<file path="config.mk">
export PLATFORM = sky130hd
export DESIGN_NAME = deadline_ordered_timer_queue
export DESIGN_NICKNAME = d
export VERILOG_FILES = /design/src/hw/rtl/dotq_pkg.sv /design/src/hw/rtl/deadline_ordered_timer_queue.sv /design/src/hw/rtl/dotq_datapath.sv /design/src/hw/rtl/dotq_ctrl.sv
export SDC_FILE = /design/constraint.sdc
export NUM_CORES = 2
export LEC_CHECK = 0
export ABC_AREA = 1
export BUFFER_PORTS_ARGS = -buffer_cell sky130_fd_sc_hd__clkbuf_2
export CAP_MARGIN = 10
export CELL_PAD_IN_SITES_DETAIL_PLACEMENT = 1
export CELL_PAD_IN_SITES_GLOBAL_PLACEMENT = 1
export CORE_ASPECT_RATIO = 1.1
export CORE_MARGIN = 2
export CORE_UTILIZATION = 35
export CTS_BUF_LIST = sky130_fd_sc_hd__clkbuf_4 sky130_fd_sc_hd__clkbuf_8
export CTS_CLUSTER_SIZE = 24
export DETAILED_ROUTE_END_ITERATION = 8
export PLACE_DENSITY = 0.7
export SLEW_MARGIN = 15
export SYNTH_ARGS = -nofsm -noshare
export SYNTH_HDL_FRONTEND = slang
export SYNTH_SLANG_ARGS = --single-unit
</file>
<file path="constraint.sdc">
create_clock -name aclk -period 18.2 [get_ports aclk]
set_input_delay 0.91 -clock aclk [delete_from_list [all_inputs] [get_ports aclk]]
set_output_delay 0.91 -clock aclk [all_outputs]
set_load 0.005 [all_outputs]
</file>
<file path="src/hw/rtl/dotq_pkg.sv">
// ----------------------------------------------------------------------------
// dotq_pkg: shared types and constants for the deadline ordered timer queue
// Holds field widths, queue depth and the controller/datapath command struct.
// ----------------------------------------------------------------------------
package dotq_pkg;

    localparam int Capacity = 16;
    localparam int IdxW     = $clog2(Capacity);
    localparam int TimeW    = 48;
    localparam int DelayW   = 32;
    localparam int LisW     = 8;
    localparam int TokW     = 32;

    // input tdata: now_ms, delay_ms, listener_id, event_token = 120 bits
    localparam int InW  = TimeW + DelayW + LisW + TokW;
    localparam int InDW = ((InW + 7) / 8) * 8;
    // output tdata: fired_listener, fired_token, fired_deadline = 88 bits
    localparam int ResW  = LisW + TokW + TimeW;
    // result word with status in bit 0
    localparam int OutW  = 1 + ResW;
    localparam int OutDW = ((ResW + 7) / 8) * 8;

    localparam logic ActAdd  = 1'b0;
    localparam logic ActTick = 1'b1;

    localparam logic StFired  = 1'b0;
    localparam logic StReject = 1'b1;

    typedef logic [TimeW-1:0] time_t;

    // commands from the controller to the datapath
    typedef struct packed {
        logic load;     // capture the incoming request
        logic insert;   // shift and insert the captured event
        logic pop;      // shift the queue down by one slot
    } dotq_cmd_t;

    // status from the datapath to the controller
    typedef struct packed {
        logic full;     // queue holds Capacity events
        logic is_tick;  // captured request is a tick
        logic head_due; // head slot is valid and due
        logic next_due; // slot one is valid and due
    } dotq_stat_t;

endpackage

</file>
<file path="src/hw/rtl/deadline_ordered_timer_queue.sv">
// ----------------------------------------------------------------------------
// deadline_ordered_timer_queue: sorted queue of timed events
// Stores events by deadline and fires those due on each tick request.
// ----------------------------------------------------------------------------
// Usage:
//   s_ channel takes add and tick requests; m_ channel gives results.
//   s_tuser holds the action (0 = add, 1 = tick).
//   An add is captured, then shift-inserted into the
//   sorted slots. A full queue gives one reject result with m_tlast set.
//   A tick is captured, then due events leave the head slot one a cycle while
//   the receiver takes them, in deadline order, the final one with m_tlast.
//   A tick with nothing due gives no result.
//   Results pass through a single output register; while the receiver
//   stalls, firing or a reject pauses and no new request is taken meanwhile.
//   Reset empties the queue and the output register at once.
//   m_tuser holds status (1 = add rejected, queue full).
// ----------------------------------------------------------------------------
module deadline_ordered_timer_queue (
    input  logic        aclk,
    input  logic        aresetn,
    input  logic        s_tvalid,
    output logic        s_tready,
    // now_ms, delay_ms, listener_id, event_token (from bit 0)
    input  logic [dotq_pkg::InDW-1:0] s_tdata,
    // action
    input  logic        s_tuser,
    output logic        m_tvalid,
    input  logic        m_tready,
    // fired_listener, fired_token, fired_deadline (from bit 0)
    output logic [dotq_pkg::OutDW-1:0] m_tdata,
    // status
    output logic        m_tuser,
    output logic        m_tlast
);
    import dotq_pkg::*;

    dotq_cmd_t       cmd;
    dotq_stat_t      stat;
    logic [OutW-1:0] head_res, rej_res;
    logic            out_load, out_sel_rej, out_last, out_free;
    logic [OutW-1:0] res_reg;
    logic            last_reg, valid_reg;

    dotq_datapath u_dp (
        .aclk, .aresetn, .req_data(s_tdata), .req_kind(s_tuser), .cmd, .stat,
        .head_res, .rej_res
    );

    dotq_ctrl u_ctrl (
        .aclk, .aresetn, .s_fire(s_tvalid && s_tready), .s_ready(s_tready),
        .stat, .cmd, .out_load, .out_sel_rej, .out_last, .out_free
    );

    assign out_free = !valid_reg || m_tready;

    // output register
    always_ff @(posedge aclk) begin
        if (!aresetn) begin
            valid_reg <= 1'b0;
        end else if (out_load) begin
            valid_reg <= 1'b1;
        end else if (m_tready) begin
            valid_reg <= 1'b0;
        end
    end

    always_ff @(posedge aclk) begin
        if (out_load) begin
            res_reg  <= out_sel_rej ? rej_res : head_res;
            last_reg <= out_last;
        end
    end

    assign m_tvalid = valid_reg;
    assign m_tuser  = res_reg[0];
    assign m_tdata  = OutDW'(res_reg[OutW-1:1]);
    assign m_tlast  = last_reg;

    // a result is only loaded when the register can take it
    a_no_overrun: assert property (@(posedge aclk) disable iff (!aresetn)
        out_load |-> out_free) else $error("result register overrun");
    // never insert and pop together
    a_cmd_excl: assert property (@(posedge aclk) disable iff (!aresetn)
        !(cmd.insert && cmd.pop)) else $error("insert and pop together");
    // a reject is always marked last
    a_rej_last: assert property (@(posedge aclk) disable iff (!aresetn)
        (out_load && out_sel_rej) |-> out_last) else $error("reject not last");

endmodule

</file>
<file path="src/hw/rtl/dotq_datapath.sv">
// ----------------------------------------------------------------------------
// dotq_datapath: sorted slot array with shift insert and head pop
// Holds the request register, the sorted slots and the due compares.
// ----------------------------------------------------------------------------
module dotq_datapath (
    input  logic                aclk,
    input  logic                aresetn,
    input  logic [dotq_pkg::InDW-1:0] req_data,
    input  logic                req_kind,
    input  dotq_pkg::dotq_cmd_t cmd,
    output dotq_pkg::dotq_stat_t stat,
    output logic [dotq_pkg::OutW-1:0] head_res,
    output logic [dotq_pkg::OutW-1:0] rej_res
);
    import dotq_pkg::*;

    logic                act_reg;
    time_t               now_reg;
    time_t               dl_reg;
    logic [LisW-1:0]     lis_reg;
    logic [TokW-1:0]     tok_reg;

    time_t               dl_mem_reg  [Capacity];
    logic [LisW-1:0]     lis_mem_reg [Capacity];
    logic [TokW-1:0]     tok_mem_reg [Capacity];
    logic [Capacity-1:0] valid_reg;

    logic [TimeW:0]      sum;
    time_t               dl_sat;
    logic [Capacity-1:0] after;

    // deadline with saturation
    assign sum    = {1'b0, req_data[TimeW-1:0]}
                  + (TimeW+1)'(req_data[TimeW+DelayW-1:TimeW]);
    assign dl_sat = sum[TimeW] ? {TimeW{1'b1}} : sum[TimeW-1:0];

    // request capture
    always_ff @(posedge aclk) begin
        if (cmd.load) begin
            act_reg <= req_kind;
            now_reg <= req_data[TimeW-1:0];
            dl_reg  <= dl_sat;
            lis_reg <= req_data[TimeW+DelayW+LisW-1:TimeW+DelayW];
            tok_reg <= req_data[InW-1:TimeW+DelayW+LisW];
        end
    end

    // slots whose deadline lies later than the new one
    always_comb begin
        for (int i = 0; i < Capacity; i++) begin
            after[i] = valid_reg[i] && (dl_mem_reg[i] > dl_reg);
        end
    end

    // slot array
    always_ff @(posedge aclk) begin
        for (int i = 0; i < Capacity; i++) begin
            if (cmd.insert) begin
                if (after[i]) begin
                    if (i > 0 && after[i-1]) begin
                        dl_mem_reg[i]  <= dl_mem_reg[i-1];
                        lis_mem_reg[i] <= lis_mem_reg[i-1];
                        tok_mem_reg[i] <= tok_mem_reg[i-1];
                    end else begin
                        dl_mem_reg[i]  <= dl_reg;
                        lis_mem_reg[i] <= lis_reg;
                        tok_mem_reg[i] <= tok_reg;
                    end
                end else if (i > 0 && !valid_reg[i] && after[i-1]) begin
                    dl_mem_reg[i]  <= dl_mem_reg[i-1];
                    lis_mem_reg[i] <= lis_mem_reg[i-1];
                    tok_mem_reg[i] <= tok_mem_reg[i-1];
                end else if (!valid_reg[i] && (i == 0 || valid_reg[i-1])) begin
                    dl_mem_reg[i]  <= dl_reg;
                    lis_mem_reg[i] <= lis_reg;
                    tok_mem_reg[i] <= tok_reg;
                end
            end else if (cmd.pop && i < Capacity - 1) begin
                dl_mem_reg[i]  <= dl_mem_reg[i+1];
                lis_mem_reg[i] <= lis_mem_reg[i+1];
                tok_mem_reg[i] <= tok_mem_reg[i+1];
            end
        end
    end

    // occupancy
    always_ff @(posedge aclk) begin
        if (!aresetn) begin
            valid_reg <= '0;
        end else if (cmd.insert) begin
            valid_reg <= {valid_reg[Capacity-2:0], 1'b1};
        end else if (cmd.pop) begin
            valid_reg <= {1'b0, valid_reg[Capacity-1:1]};
        end
    end

    assign stat.full     = valid_reg[Capacity-1];
    assign stat.is_tick  = act_reg == ActTick;
    assign stat.head_due = valid_reg[0] && (dl_mem_reg[0] <= now_reg);
    assign stat.next_due = valid_reg[1] && (dl_mem_reg[1] <= now_reg);

    assign head_res = {dl_mem_reg[0], tok_mem_reg[0], lis_mem_reg[0], StFired};
    assign rej_res  = {dl_reg, tok_reg, lis_reg, StReject};

endmodule

</file>
<file path="src/hw/rtl/dotq_ctrl.sv">
// ----------------------------------------------------------------------------
// dotq_ctrl: request sequencer for the timer queue
// Accepts a request, then inserts, rejects or fires due events one a cycle while the output register is free.
// ----------------------------------------------------------------------------
module dotq_ctrl (
    input  logic                 aclk,
    input  logic                 aresetn,
    input  logic                 s_fire,
    output logic                 s_ready,
    input  dotq_pkg::dotq_stat_t stat,
    output dotq_pkg::dotq_cmd_t  cmd,
    output logic                 out_load,
    output logic                 out_sel_rej,
    output logic                 out_last,
    input  logic                 out_free
);
    import dotq_pkg::*;

    localparam logic [1:0] SIdle = 2'd0;
    localparam logic [1:0] SDec  = 2'd1;
    localparam logic [1:0] SFire = 2'd2;

    logic [1:0] state_reg, state_next;

    always_ff @(posedge aclk) begin
        if (!aresetn) begin
            state_reg <= SIdle;
        end else begin
            state_reg <= state_next;
        end
    end

    // sequencing
    always_comb begin
        state_next  = state_reg;
        cmd         = '0;
        s_ready     = 1'b0;
        out_load    = 1'b0;
        out_sel_rej = 1'b0;
        out_last    = 1'b0;
        unique case (state_reg)
            SIdle: begin
                s_ready = 1'b1;
                if (s_fire) begin
                    cmd.load   = 1'b1;
                    state_next = SDec;
                end
            end
            SDec: begin
                if (stat.is_tick) begin
                    state_next = stat.head_due ? SFire : SIdle;
                end else if (!stat.full) begin
                    cmd.insert = 1'b1;
                    state_next = SIdle;
                end else if (out_free) begin
                    out_load    = 1'b1;
                    out_sel_rej = 1'b1;
                    out_last    = 1'b1;
                    state_next  = SIdle;
                end
            end
            SFire: begin
                if (out_free) begin
                    out_load   = 1'b1;
                    out_last   = !stat.next_due;
                    cmd.pop    = 1'b1;
                    state_next = stat.next_due ? SFire : SIdle;
                end
            end
            default: state_next = SIdle;
        endcase
    end

endmodule

</file>
==> results.cfg <==
[run_status]
status = completed

[sta]
finClkSkew_ns = 0.0747
tightest_slew_ns = 1.20
whs_ns = 0.107
setup_viol = 0
fin_setup_tns_ns = 0
period_minus_slack_ns = 5.82
finalWorstSetupSlack_ns = 12.38
fmax_mhz = 172
rsz0062_at_grt = false
slew_headroom_pct = 19.5
slew_violations = 0
hold_viol_final = 0
fin_crit_sh_pct = 32.0

[clocking]
cts_resized = 0
root_buffer = clkbuf_8
post-cts-setup-buffer-count = 0
cts_sinks = 1654
h-tree-depth = 5
cts_tree = yes
insertion_delay_ns = 1.10
cts_hold_buf = 72
clockBufferDepth = 4
cts_buffers = 318
path_clk_slew_ns = 0.06

[placed_design]
place_area_um2 = 114000
post-dp-hpwl_um = 289000
place_inst = 17700
pre_cts_ws_ns = 12.28
port_buffers = 216
place.gp.congestion = 0.878

[flow_run]
cap_violations = 0

[detailed_routing]
drc_errors = 0
drt_iter0_markers = 8521
avgRoutedWirePerCell_um = 23.3
via_count = 98900
ant_nets = 0
viasPerCell = 5.40
drt-total-wl_um = 426000
firstDrtPassIters = 6

[floorplan]
die_h_um = 589
fp-row-count = 214
die-area_um2 = 316000
die_w_um = 536
core_area_um2 = 310000
ios = 217
start_util_pct = 35.2

[cells_and_area]
layout-drive-gt1-share_pct = 6.98
design_area_um2 = 121000
largest_reg_flops = 768
final_common_cell = nand2_1
final_cell_mix = nand2_1 (5145), nand3_1 (2148), edfxtp_1 (1635)
fin_util_pct = 39.0
fin_cells = 18300
area_growth_pct = 10.6
layout.nets = 14900

[grt]
grt_pass1_vias = 101000
antenna_found_initial = 12
overflow = 0
grt_pass1_wl_um = 639000
grt_usage_pct = 26.4
grt_max_degree = 180

[logic_synthesis]
ys_types = 55
syn_area_per_cell_um2 = 7.82
syn-instance-count = 13900
ys_dominant_reg_cell = edfxtp_1
syn-cell-area_um2 = 109000
ys_seq_elements = 1654
ys_seq_area_share_pct = 45.4
synth_edf_count = 1635
ys_warn_count = 0
synthArstFlopShare_pct = 0
syn_nets = 14900

[worst_setup_path]
critPathRequiredTime_ns = 19.00
cp-end-kind = flop
critical_path_arrival_ns = 6.62
path_max_fanout = 66
worst_setup_path_start_kind = flop
worstSetupPathType = reg2reg

[pwr]
finalPower_mw = 9.09
peakVddDrop_mv = 0.0580
power.leakage_nw = 55.8
power.density_nw_per_um2 = 75.4

[hold_path]
holdCritPathClass = in2reg
where the power goes:
group	switching [mW]	total, mW	internal (mW)
registers	0.0338	4.24	4.21
clock network	1.84	3.85	2.01
logic	0.701	0.995	0.295
critical path, cell delays in order (launching register included):
cell      delay [ns]
edfxtp_1        0.39
inv_1           0.07
buf_4           0.38
ha_1            0.24
nand2_1         0.07
nor2_1          0.30
nand4_1         0.36
nor3_1          0.39
nand2_1         0.11
nand2_1         0.15
nand3_4         0.59
buf_4           0.65
nand2_4         0.48
buf_4           0.88
nand2_1         0.14
nand3_1         0.12
nand2_1         0.07
metal layers:
metal / vias up / GRT usage [%] / part of all wire, %
met5: - / 0 / 0.0031
met4: 2 / 9.91 / 4.0
met3: 744 / 3.13 / 5.6
met2: 2888 / 43.6 / 46
met1: 49300 / 35.3 / 44
li1: 45900 / - / -
synthesized netlist by cell type, types with 9 or more instances:
| library cell | number | area share (%) |
|---|---|---|
| buf_6 | 21 | 0.22 |
| nor3_1 | 46 | 0.21 |
| ha_1 | 852 | 9.8 |
| nand3_1 | 2151 | 9.9 |
| inv_1 | 1596 | 5.5 |
| nor4_1 | 10 | 0.057 |
| nand3b_1 | 99 | 0.68 |
| xor2_1 | 16 | 0.13 |
| nand2_1 | 5149 | 18 |
| clkbuf_1 | 444 | 1.5 |
| buf_2 | 230 | 1.1 |
| o21ai_0 | 468 | 2.1 |
| nand3_2 | 16 | 0.15 |
| dfxtp_1 | 19 | 0.35 |
| edfxtp_1 | 1635 | 45 |
| nor2_1 | 385 | 1.3 |
| nand4_1 | 77 | 0.44 |
| a31oi_1 | 9 | 0.052 |
| buf_1 | 54 | 0.19 |
| o21a_1 | 44 | 0.30 |
| a21o_1 | 40 | 0.28 |
| a21oi_1 | 440 | 2.0 |
| buf_4 | 28 | 0.19 |
| nand2_2 | 26 | 0.15 |
final timing paths:
check	from	to	slack, ns	cells past startpoint
max	u_dp.dl_reg[7]	u_dp.dl_mem_reg[3][110]	12.38	16
min	s_tdata[37]	u_dp.now_reg[37]	0.11	1
max reg2reg	u_dp.dl_reg[7]	u_dp.dl_mem_reg[3][110]	12.38	16
min reg2reg	u_dp.valid_reg[7]	u_dp.valid_reg[7]	0.49	2
cell type report:
class                           instances  area (µm²)
Antenna cell                           10        25.0
Clock buffer                          445        5460
Clock inverter                        109         691
Fill cell                           37800      189000
Inverter                             1601        6020
Multi-Input combinational cell       9907       50500
Sequential cell                      1654       49500
Tap cell                             4104        5130
Timing Repair Buffer                  473        3290
logic make-up (layout without fill, tap and decap cells):
group                      count (synthesis)  in the layout  share of synthesized area, %
and+or+nand+nor                         8001           8001                          30.9
xor gates and xnor gates                  23             23                         0.185
buffers and inverters                   2378           2628                          8.69
AOI/OAI and AO/OA                       1030           1030                          5.00
other                                      0             10                             0
adders and majority gates                853            853                          9.80
DFF                                     1654           1654                          45.4
Note: power is estimated with default switching activity, not from simulation.
